File: config.mk
export PLATFORM = sky130hd
export DESIGN_NAME = spi_flash_command_sequencer
export DESIGN_NICKNAME = d
export VERILOG_FILES = /design/src/sfcs_pkg.sv /design/src/spi_flash_command_sequencer.sv
export SDC_FILE = /design/constraint.sdc
export NUM_CORES = 1
export LEC_CHECK = 0
export ABC_CLOCK_PERIOD_IN_PS = 12400
export CORE_MARGIN = 4
export CORE_UTILIZATION = 40
export DETAILED_ROUTE_END_ITERATION = 8
export DONT_BUFFER_PORTS = 1
export PLACE_DENSITY = 0.54
export SYNTH_ARGS = -nofsm -noshare
export SYNTH_HDL_FRONTEND = slang
export SYNTH_SLANG_ARGS = --single-unit
File: constraint.sdc
create_clock -name clk -period 12.4 [get_ports clk]
set_input_delay 1.86 -clock clk [delete_from_list [all_inputs] [get_ports clk]]
set_output_delay 1.86 -clock clk [all_outputs]
set_load 0.05 [all_outputs]
File: src/sfcs_pkg.sv
package sfcs_pkg;

  localparam logic [1:0] MODE_WRITE  = 2'd0;
  localparam logic [1:0] MODE_ERASE  = 2'd1;
  localparam logic [1:0] MODE_READ   = 2'd2;
  localparam logic [1:0] MODE_STATUS = 2'd3;

  localparam logic [1:0] PH_IDLE  = 2'd0;
  localparam logic [1:0] PH_WRITE = 2'd1;
  localparam logic [1:0] PH_ERASE = 2'd2;

  localparam logic [7:0] OP_WREN  = 8'h06;
  localparam logic [7:0] OP_PROG  = 8'h02;
  localparam logic [7:0] OP_ERASE = 8'h20;
  localparam logic [7:0] OP_STAT  = 8'h05;
  localparam logic [7:0] OP_READ  = 8'h03;

  localparam int ADDR_W = 24;
  localparam int LEN_W  = 17;
  localparam int OFF_W  = 16;
  localparam int STAT_W = 8;

  typedef struct packed {
    logic              command_valid;
    logic [7:0]        opcode;
    logic [ADDR_W-1:0] command_address;
    logic [LEN_W-1:0]  transfer_count;
    logic [OFF_W-1:0]  source_offset;
    logic              operation_done;
    logic              request_rejected;
  } row_t;

  localparam row_t ROW_NONE = '0;

endpackage

File: src/spi_flash_command_sequencer.sv
// Channel  Dir  Carries
// s_*      in   requests (write, erase, read) and status replies
// m_*      out  flash command headers and completion / reject markers
//
// Each transfer in is decoded in the cycle it is taken; its zero, one or three result
// rows are loaded into a three-row output buffer and drained one per cycle
// while m_tready is high. A new transfer is taken while the last buffered row
// is being handed over. Synchronous reset empties the buffer and returns to
// idle. A stall on m_tready holds the buffer and s_tready; s_tready is also
// low whenever more than one row waits.
module spi_flash_command_sequencer import sfcs_pkg::*; #(
  parameter int PAGE_BYTES   = 256,
  parameter int SECTOR_BYTES = 4096,
  parameter int MAX_LENGTH   = 65536
) (
  input  logic        clk,
  input  logic        rst,
  input  logic        s_tvalid,
  output logic        s_tready,
  input  logic [55:0] s_tdata,   // start_address, byte_length, status_byte
  input  logic [1:0]  s_tuser,   // mode
  output logic        m_tvalid,
  input  logic        m_tready,
  output logic [71:0] m_tdata,   // opcode, command_address, transfer_count, source_offset
  output logic [2:0]  m_tuser,   // command_valid, operation_done, request_rejected
  output logic        m_tlast    // run_last
);

  localparam int PG_L   = $clog2(PAGE_BYTES);
  localparam int SB_L   = $clog2(SECTOR_BYTES);
  localparam int SECT_W = $clog2(MAX_LENGTH / SECTOR_BYTES + 3);
  localparam int SUM_W  = 26;

  logic [1:0]        phase, phase_next;
  logic [ADDR_W-1:0] current_address, current_address_next;
  logic [LEN_W-1:0]  bytes_left, bytes_left_next;
  logic [OFF_W-1:0]  buffer_position, buffer_position_next;
  logic [SECT_W-1:0] sectors_left, sectors_left_next;

  row_t       rows [3];
  row_t       new_rows [3];
  logic [1:0] count, new_count;

  logic [1:0]        mode_in;
  logic [ADDR_W-1:0] addr_in;
  logic [LEN_W-1:0]  len_raw, len_c;
  logic [STAT_W-1:0] stat_in;

  logic [ADDR_W-1:0] base_addr;
  logic [LEN_W-1:0]  base_left;
  logic [OFF_W-1:0]  base_pos;
  logic [SECT_W-1:0] base_sect;
  logic [LEN_W-1:0]  space, chunk;
  logic [SUM_W-1:0]  end_sum;
  logic [SECT_W-1:0] start_sect;

  logic s_take, m_take;
  row_t wren_row, stat_row, prog_row, erase_row, done_row, rej_row, read_row;

  assign mode_in = s_tuser;
  assign addr_in = s_tdata[23:0];
  assign len_raw = s_tdata[40:24];
  assign stat_in = s_tdata[48:41];

  assign len_c = (32'(len_raw) > 32'(MAX_LENGTH)) ? LEN_W'(MAX_LENGTH) : len_raw;

  assign m_tvalid = (count != 2'd0);
  assign m_take   = m_tvalid && m_tready;
  assign s_tready = (count == 2'd0) || (count == 2'd1 && m_tready);
  assign s_take   = s_tvalid && s_tready;

  assign m_tdata = {7'd0, rows[0].source_offset, rows[0].transfer_count,
                    rows[0].command_address, rows[0].opcode};
  assign m_tuser = {rows[0].request_rejected, rows[0].operation_done,
                    rows[0].command_valid};
  assign m_tlast = (count == 2'd1);

  // start of the chunk or sector to issue
  always_comb begin
    if (mode_in == MODE_STATUS) begin
      base_addr = current_address;
      base_left = bytes_left;
      base_pos  = buffer_position;
      base_sect = sectors_left;
    end else if (mode_in == MODE_ERASE) begin
      base_addr = addr_in & ~ADDR_W'(SECTOR_BYTES - 1);
      base_left = '0;
      base_pos  = '0;
      base_sect = SECT_W'((end_sum >> SB_L) - SUM_W'(start_sect));
    end else begin
      base_addr = addr_in;
      base_left = len_c;
      base_pos  = '0;
      base_sect = sectors_left;
    end
  end

  assign end_sum    = SUM_W'(addr_in) + SUM_W'(len_c) + SUM_W'(SECTOR_BYTES - 1);
  assign start_sect = SECT_W'(addr_in >> SB_L);
  assign space      = LEN_W'(PAGE_BYTES) - LEN_W'(base_addr[PG_L-1:0]);
  assign chunk      = (base_left < space) ? base_left : space;

  always_comb begin
    wren_row = ROW_NONE;
    wren_row.command_valid = 1'b1;
    wren_row.opcode = OP_WREN;

    stat_row = ROW_NONE;
    stat_row.command_valid = 1'b1;
    stat_row.opcode = OP_STAT;
    stat_row.transfer_count = LEN_W'(1);

    prog_row = ROW_NONE;
    prog_row.command_valid = 1'b1;
    prog_row.opcode = OP_PROG;
    prog_row.command_address = base_addr;
    prog_row.transfer_count = chunk;
    prog_row.source_offset = base_pos;

    erase_row = ROW_NONE;
    erase_row.command_valid = 1'b1;
    erase_row.opcode = OP_ERASE;
    erase_row.command_address = base_addr;

    done_row = ROW_NONE;
    done_row.operation_done = 1'b1;

    rej_row = ROW_NONE;
    rej_row.request_rejected = 1'b1;

    read_row = ROW_NONE;
    read_row.command_valid = 1'b1;
    read_row.opcode = OP_READ;
    read_row.command_address = addr_in;
    read_row.transfer_count = len_c;
    read_row.operation_done = 1'b1;
  end

  always_comb begin
    phase_next           = phase;
    current_address_next = current_address;
    bytes_left_next      = bytes_left;
    buffer_position_next = buffer_position;
    sectors_left_next    = sectors_left;
    new_count            = 2'd0;
    new_rows[0]          = ROW_NONE;
    new_rows[1]          = ROW_NONE;
    new_rows[2]          = ROW_NONE;
    priority if (mode_in == MODE_STATUS) begin
      priority if (phase == PH_IDLE) begin
        new_count = 2'd0;
      end else if (stat_in[0]) begin
        new_count   = 2'd1;
        new_rows[0] = stat_row;
      end else if (phase == PH_WRITE && bytes_left != '0) begin
        new_count            = 2'd3;
        new_rows[0]          = wren_row;
        new_rows[1]          = prog_row;
        new_rows[2]          = stat_row;
        current_address_next = ADDR_W'(base_addr + ADDR_W'(chunk));
        bytes_left_next      = base_left - chunk;
        buffer_position_next = OFF_W'(base_pos + OFF_W'(chunk));
      end else if (phase == PH_ERASE && sectors_left != '0) begin
        new_count            = 2'd3;
        new_rows[0]          = wren_row;
        new_rows[1]          = erase_row;
        new_rows[2]          = stat_row;
        current_address_next = ADDR_W'(base_addr + ADDR_W'(SECTOR_BYTES));
        sectors_left_next    = SECT_W'(base_sect - SECT_W'(1));
      end else begin
        phase_next  = PH_IDLE;
        new_count   = 2'd1;
        new_rows[0] = done_row;
      end
    end else if (phase != PH_IDLE) begin
      new_count   = 2'd1;
      new_rows[0] = rej_row;
    end else if (len_c == '0) begin
      new_count   = 2'd1;
      new_rows[0] = done_row;
    end else if (mode_in == MODE_WRITE) begin
      phase_next           = PH_WRITE;
      new_count            = 2'd3;
      new_rows[0]          = wren_row;
      new_rows[1]          = prog_row;
      new_rows[2]          = stat_row;
      current_address_next = ADDR_W'(base_addr + ADDR_W'(chunk));
      bytes_left_next      = base_left - chunk;
      buffer_position_next = OFF_W'(base_pos + OFF_W'(chunk));
    end else if (mode_in == MODE_ERASE) begin
      phase_next           = PH_ERASE;
      new_count            = 2'd3;
      new_rows[0]          = wren_row;
      new_rows[1]          = erase_row;
      new_rows[2]          = stat_row;
      current_address_next = ADDR_W'(base_addr + ADDR_W'(SECTOR_BYTES));
      sectors_left_next    = SECT_W'(base_sect - SECT_W'(1));
      bytes_left_next      = '0;
      buffer_position_next = '0;
    end else begin
      new_count   = 2'd1;
      new_rows[0] = read_row;
    end
  end

  always_ff @(posedge clk) begin
    if (rst) begin
      phase           <= PH_IDLE;
      current_address <= '0;
      bytes_left      <= '0;
      buffer_position <= '0;
      sectors_left    <= '0;
      count           <= 2'd0;
    end else if (s_take) begin
      phase           <= phase_next;
      current_address <= current_address_next;
      bytes_left      <= bytes_left_next;
      buffer_position <= buffer_position_next;
      sectors_left    <= sectors_left_next;
      count           <= new_count;
    end else if (m_take) begin
      count <= count - 2'd1;
    end
  end

  always_ff @(posedge clk) begin
    if (s_take) begin
      rows[0] <= new_rows[0];
      rows[1] <= new_rows[1];
      rows[2] <= new_rows[2];
    end else if (m_take) begin
      rows[0] <= rows[1];
      rows[1] <= rows[2];
    end
  end

endmodule
==> results of run 1 <==
-- layer usage --
metal  wire [um]  vias to the layer above  track usage (%)
met5           0                        -                0
met4         488                        0             4.66
met3        1070                       27             2.97
met2       17300                      172             34.2
met1       14600                     4703             23.7
li1            -                     4785                -
-- flip-flops by register name, indices dropped and copies added, names as in the netlist --
| signal | flops |
|---|---|
| current_address | 24 |
| sectors_left | 5 |
| count | 2 |
| bytes_left | 17 |
| phase | 2 |
| rows | 126 |
| buffer_position | 16 |
-- stage by stage --
step | hold WS, ns | setup slack, ns | area (um^2) | std cells | util, %
finish | 0.455 | 3.93 | 13300 | 1739 | 42.0
global route | 0.480 | 3.49 | 13300 | 1739 | 42.0
CTS | 0.457 | 3.99 | 13300 | 1739 | 42.0
detailed placement | 0.448 | 3.55 | 12700 | 1707 | 40.1
global placement | 0.437 | 3.65 | 12700 | 1707 | 40.1
floorplan | 0.430 | 4.93 | 12900 | 1431 | -
-- critical path, cell delays in order --
cell,delay [ns]
inv_1,0.08
ha_1,0.73
nor3b_1,0.13
a21oi_1,0.47
nand3_1,0.18
nor2_1,0.21
nand2_1,0.10
xnor2_1,0.30
ha_1,0.31
a21oi_1,0.13
nor2b_1,0.05
o21ai_0,0.16
o2111ai_1,0.19
nor3_4,0.49
mux2i_1,0.57
ha_1,0.30
inv_1,0.07
fa_1,0.41
a21o_1,0.18
a21oi_1,0.29
o21ai_0,0.22
a211oi_1,0.32
o21ai_0,0.37
nor2_1,0.33
o32ai_1,0.15
o2bb2ai_1,0.17
-- kinds of logic after synthesis --
logic type,synth area share [%]
flip-flops,40.0
AO/OA/AOI/OAI,18.5
AND/OR/NAND/NOR,17.5
other,0.0294
adder cells (fa/ha/maj),9.64
buffers and inverters,9.28
XOR/XNOR,3.29
multiplexers,1.75
-- power groups by stage --
stage	Sequential, mW	Clock (mW)	Combinational, mW
after floorplan	0.987	0	0.912
after global placement	1.31	0	0.637
after detailed placement	1.31	0	0.644
after CTS	1.30	0.566	0.647
after global routing	1.31	0.594	0.722
final	1.29	0.551	0.642
-- path summary, 6_finish.rpt --
kind / startpoint / endpoint / slack [ns] / cells after the start
hold reg to reg: count[1] / count[1] / 0.46 / 2
setup / recovery: s_tuser[1] / bytes_left[16] / 3.93 / 26
hold / removal: count[1] / count[1] / 0.46 / 2
setup reg to reg: current_address[2] / bytes_left[16] / 6.03 / 23
-- layout make-up --
class                   instances  area [um^2]  area share, %
multi-input cells            1008         6630           50.1
flip-flops and latches        192         5100           38.5
well taps                     402          503           3.80
clock buffers                  17          425           3.21
inverters                      98          370           2.79
clock inverters                15          163           1.23
repair buffers                  7         52.6          0.397
-- synth_stat cells, types with 26 or more instances --
| library cell | count |
|---|---|
| nor2_1 | 137 |
| edfxtp_1 | 126 |
| nand2_1 | 105 |
| inv_1 | 97 |
| ha_1 | 92 |
| a21oi_1 | 89 |
| buf_4 | 78 |
| dfxtp_1 | 66 |
| o21ai_0 | 55 |
| nor3_1 | 46 |
| a22oi_1 | 38 |
| clkbuf_1 | 38 |
| and2_1 | 33 |
| xnor2_1 | 33 |
| a22o_1 | 29 |
| nor2b_1 | 28 |
| and3_1 | 26 |
| nand3_1 | 26 |
==> impl_metrics.py, run 1 <==
metrics = {
    "clock_tree": {
        "cts_setup_buffers": 0,
        "numCtsBuffers": 17,
        "insertion_delay_ns": 0.46,
        "clock-sinks": 192,
        "clk_pin_slew_ns": 0.08,
        "cts_resized": 0,
        "cts_root_buf": "clkbuf_16",
        "cts_tree": "yes",
        "clk_path_buf_depth": 2,
        "cts_htree_levels": 4,
        "hold_buffers": 0,
    },
    "routing": {
        "num_vias": 9687,
        "drc": 0,
        "wirelength_mm": 33.5,
        "drtAntennaViolNets": 0,
        "wire_per_inst_um": 19.3,
        "drtIter0Drc": 674,
        "viasPerCell": 5.57,
        "drt_pass1_iterations": 5,
    },
    "timing": {
        "tns_ns": 0,
        "setup_viol": 0,
        "slew_headroom_pct": 26.8,
        "period_share_pct": 68.3,
        "min_period_ns": 8.47,
        "grt_setup_unrepaired": "no",
        "maxSlewViolCount": 0,
        "hold_viol": 0,
        "timing.fmax_mhz": 118,
        "tightest_slew_ns": 1.10,
        "fin_worst_skew_ns": 0.0198,
    },
    "synthesis": {
        "synth_async_sr_flop_share_pct": 0,
        "ys_ff_latch": 192,
        "synth_warnings": 0,
        "synth_cells": 1399,
        "netlist_area_um2": 12800,
        "syn_avg_cell_area_um2": 9.13,
        "ys.flop_type": "edfxtp_1",
        "seq_area_frac_synth_pct": 40.0,
        "synth-edff-count": 126,
        "yosysTopAreaCell": "edfxtp_1",
        "synth_cell_types": 72,
        "synth_top_area_share_pct": 29.6,
        "yosys-top-cells-area": "edfxtp_1 30%, dfxtp_1 10%, ha_1 9.0%, buf_4 4.6%, nor2_1 4.0%",
    },
    "place": {
        "dp_hpwl_mm": 24.9,
        "port_buffers": 0,
        "gp_congestion": 0.881,
    },
    "finish": {
        "syn_to_final_growth_pct": 3.77,
        "fill_cells": 3110,
        "num_antenna_cells": 0,
        "num-nets-final": 1482,
        "final_cell_mix": "136 x nor2_1, 126 x edfxtp_1, 105 x nand2_1, 96 x inv_1, 91 x ha_1",
        "layout_commonest_cell": "nor2_1",
        "drive_gt1_share_pct": 5.39,
    },
    "floorplanning": {
        "die_x_um": 187,
        "initial_core_util_pct": 40.5,
        "ios": 140,
        "core_area_um2": 31600,
        "die_area_um2": 34800,
        "rows": 65,
        "die_h_um": 187,
    },
    "power_and_ir_drop": {
        "switching_share_pct": 43.5,
        "power.share.clock_pct": 22.2,
        "power_mw": 2.48,
        "p_seq_share_pct": 52.0,
        "p_int_mw": 1.40,
        "comb_power_share_pct": 25.9,
        "p_leak_nw": 5.50,
        "netSwitchingPower_mw": 1.08,
        "irDropWorstVdd_uv": 100,
        "powerDensity_nw_per_um2": 187,
    },
    "grt": {
        "antenna_found_initial": 0,
        "track_usage_pct": 18.9,
        "grt_max_degree": 76,
        "grt_pass1_vias": 9346,
        "grt_pass1_wl_mm": 52.3,
        "overflow": 0,
    },
    "outcome": {
        "status": "complete, no violations",
    },
    "worst_setup_path": {
        "arrival_ns": 8.78,
        "crit_type": "in2reg",
        "crit_fanout": 21,
        "start_kind": "input port",
        "cp.required_ns": 12.71,
        "worstSetupEndpointType": "flip-flop",
    },
    "flow_run": {
        "max_cap_viol_count": 0,
    },
    "hold_path": {
        "min_path_type": "reg2reg",
    },
}
No activity file was read; power rests on OpenSTA's default activity.
==> run 2: changes to the inputs <==
Settings changed: ABC_AREA set to 1, ABC_CLOCK_PERIOD_IN_PS 12400 to 8650.
Clock period 12.4 ns to 8.65 ns, I/O delays scaled along.
==> impl_metrics.py, run 2 <==
metrics = {
    "outcome": {
        "status": "complete, no violations",
    },
    "worst_setup_path": {
        "r2r_setup_slack_ns": 2.78,
        "ff2ff_path_depth": 31,
        "worstSetupEndpointType": "flip-flop",
        "arrival_ns": 7.55,
        "crit_type": "in2reg",
        "cp.required_ns": 9.03,
        "slowest_stage": "o22ai_1",
        "r2r_end": "bytes_left[12]",
        "critical-path-max-stage-delay_ns": 0.47,
        "r2r-start": "current_address[1]",
        "crit_fanout": 18,
        "cpMostUsedCell": "nand2_1",
        "start_kind": "input port",
    },
    "finish": {
        "multi_input_area_um2": 6520,
        "seq_area_um2": 5100,
        "largest_reg_flops": 126,
        "design_area_um2": 13700,
        "final_cell_mix": "303 x nand2_1, 206 x inv_1, 148 x a21oi_1, 127 x nor2_1, 126 x edfxtp_1",
        "num_antenna_cells": 0,
        "syn_to_final_growth_pct": 3.63,
        "num-nets-final": 1722,
        "fill_cells": 3382,
        "regMostFlops": "rows",
        "drive_gt1_share_pct": 7.10,
        "reg_top3": "rows: 126 flops, current_address: 24 flops, bytes_left: 17 flops",
        "layout_commonest_cell": "nand2_1",
    },
    "floorplanning": {
        "die_area_um2": 35900,
        "rows": 66,
        "die_x_um": 190,
        "ios": 140,
        "initial_core_util_pct": 40.5,
        "die_h_um": 190,
        "core_area_um2": 32500,
    },
    "synthesis": {
        "synthAdderAreaFrac_pct": 9.34,
        "ys.flop_type": "edfxtp_1",
        "ys_ff_latch": 192,
        "synth_xor_area_share_pct": 3.12,
        "seq_area_frac_synth_pct": 38.7,
        "yosysMostFrequentCell": "nand2_1",
        "synth_top_family_by_area": "simple AND/OR/NAND/NOR gates",
        "synthTopCellsByCount": "303 x nand2_1, 207 x inv_1, 148 x a21oi_1, 127 x nor2_1, 126 x edfxtp_1",
        "synth_compound_gate_area_share_pct": 16.6,
        "synth_warnings": 0,
        "yosys-top-cells-area": "edfxtp_1 29%, dfxtp_1 10%, ha_1 8.7%, nand2_1 8.6%, inv_1 5.9%",
        "synth-edff-count": 126,
        "synth_async_sr_flop_share_pct": 0,
        "synthMuxAreaShare_pct": 0,
        "netlist_area_um2": 13200,
        "yosysTopAreaCell": "edfxtp_1",
        "syn_avg_cell_area_um2": 8.07,
        "synth-simple-area-share_pct": 19.4,
        "synth_cells": 1633,
        "synth_cell_types": 61,
        "synth_top_area_share_pct": 28.7,
    },
    "timing": {
        "period_share_pct": 83.0,
        "hold_viol": 0,
        "maxSlewViolCount": 0,
        "timing.fmax_mhz": 139,
        "slew_headroom_pct": 20.7,
        "fin_worst_skew_ns": 0.0144,
        "grt_setup_unrepaired": "no",
        "setup_viol": 0,
        "min_period_ns": 7.18,
        "tightest_slew_ns": 1.19,
        "tns_ns": 0,
    },
    "clock_tree": {
        "cts_tree": "yes",
        "numCtsBuffers": 17,
        "cts_htree_levels": 4,
        "clock-sinks": 192,
        "clk_path_buf_depth": 2,
        "cts_resized": 0,
        "clk_pin_slew_ns": 0.07,
        "cts_setup_buffers": 0,
        "insertion_delay_ns": 0.45,
        "hold_buffers": 0,
        "cts_root_buf": "clkbuf_16",
    },
    "place": {
        "place_area_um2": 13100,
        "gp_congestion": 0.882,
        "dp_hpwl_mm": 27.5,
        "port_buffers": 0,
    },
    "routing": {
        "drtAntennaViolNets": 0,
        "drt_pass1_iterations": 8,
        "num_vias": 10700,
        "viasPerCell": 5.28,
        "wire_per_inst_um": 18.2,
        "wirelength_mm": 36.8,
        "drc": 0,
        "drtIter0Drc": 1093,
    },
    "grt": {
        "grt_pass1_wl_mm": 56.5,
        "grt_pass1_vias": 9659,
        "grt_max_degree": 82,
        "antenna_found_initial": 0,
        "track_usage_pct": 20.2,
        "overflow": 0,
    },
    "hold_path": {
        "hp-start": "buffer_position[13]",
        "hold_path_depth": 2,
        "min_path_type": "reg2reg",
        "hold_end": "buffer_position[13]",
    },
    "power_and_ir_drop": {
        "irDropWorstVdd_uv": 140,
        "p_leak_nw": 5.80,
        "powerDensity_nw_per_um2": 295,
    },
    "flow_run": {
        "max_cap_viol_count": 0,
    },
}
-- run 2: worst max path at each step --
stage,start,to,slack [ns],cells after the start
2_1_floorplan,s_tuser[1],bytes_left[12],2.13,36
3_3_place_gp,s_tuser[0],bytes_left[12],1.30,34
3_5_place_dp,s_tuser[0],bytes_left[16],1.17,34
4_1_cts,s_tuser[0],bytes_left[16],1.65,34
5_1_grt,s_tuser[0],bytes_left[16],1.10,33
6_report,s_tuser[0],bytes_left[12],1.47,33
-- run 2: logic make-up (layout without fill, tap and decap cells) --
group / count (synthesis) / in the layout
adder cells (fa/ha/maj): 96 / 96
XOR/XNOR: 47 / 47
AND/OR/NAND/NOR: 581 / 581
other: 1 / 33
flip-flops: 192 / 192
buffers and inverters: 351 / 263
AO/OA/AOI/OAI: 365 / 365
-- run 2: metal layers --
| metal | GRT usage (%) | vias to the layer above | share of wire (%) |
|---|---|---|---|
| met3 | 3.80 | 39 | 7.5 |
| li1 | - | 5282 | - |
| met4 | 4.67 | 0 | 1.7 |
| met1 | 30.1 | 5015 | 48 |
| met5 | 0 | - | 0 |
| met2 | 30.3 | 333 | 43 |
-- run 2: final cells by class --
cell class                      count  share of cell area (%)
Sequential cell                   192                    37.4
Timing Repair Buffer                9                   0.495
Clock buffer                       19                    3.24
Clock inverter                     13                   0.953
Multi-Input combinational cell   1122                    47.7
Tap cell                          442                    4.05
Inverter                          222                    6.14
-- run 2: power by group --
part / internal (mW) / switching (mW) / total, mW
clock network: 0.411 / 0.377 / 0.789
registers: 1.42 / 0.664 / 2.08
logic: 0.322 / 0.841 / 1.16
total: 2.15 / 1.88 / 4.03
-- run 2: critical path: cells and delay by family --
family                   cells  cell delay [ns]
XOR/XNOR                     2             0.43
AO/OA/AOI/OAI                7             1.46
adder cells (fa/ha/maj)      5             1.48
AND/OR/NAND/NOR             14             2.39
buffers and inverters        5             0.50
-- run 2: per-stage QoR --
| step | power [mW] | util (%) | hold slack (ns) | setup slack (ns) | cells |
|---|---|---|---|---|---|
| floorplan | 3.15 | - | 0.444 | 2.13 | 1665 |
| global placement | 3.25 | 40.2 | 0.448 | 1.30 | 1987 |
| detailed placement | 3.26 | 40.2 | 0.450 | 1.17 | 1987 |
| CTS | 4.05 | 42.0 | 0.462 | 1.65 | 2019 |
| global route | 4.26 | 42.0 | 0.474 | 1.10 | 2019 |
| finish | 4.03 | 42.0 | 0.462 | 1.47 | 2019 |
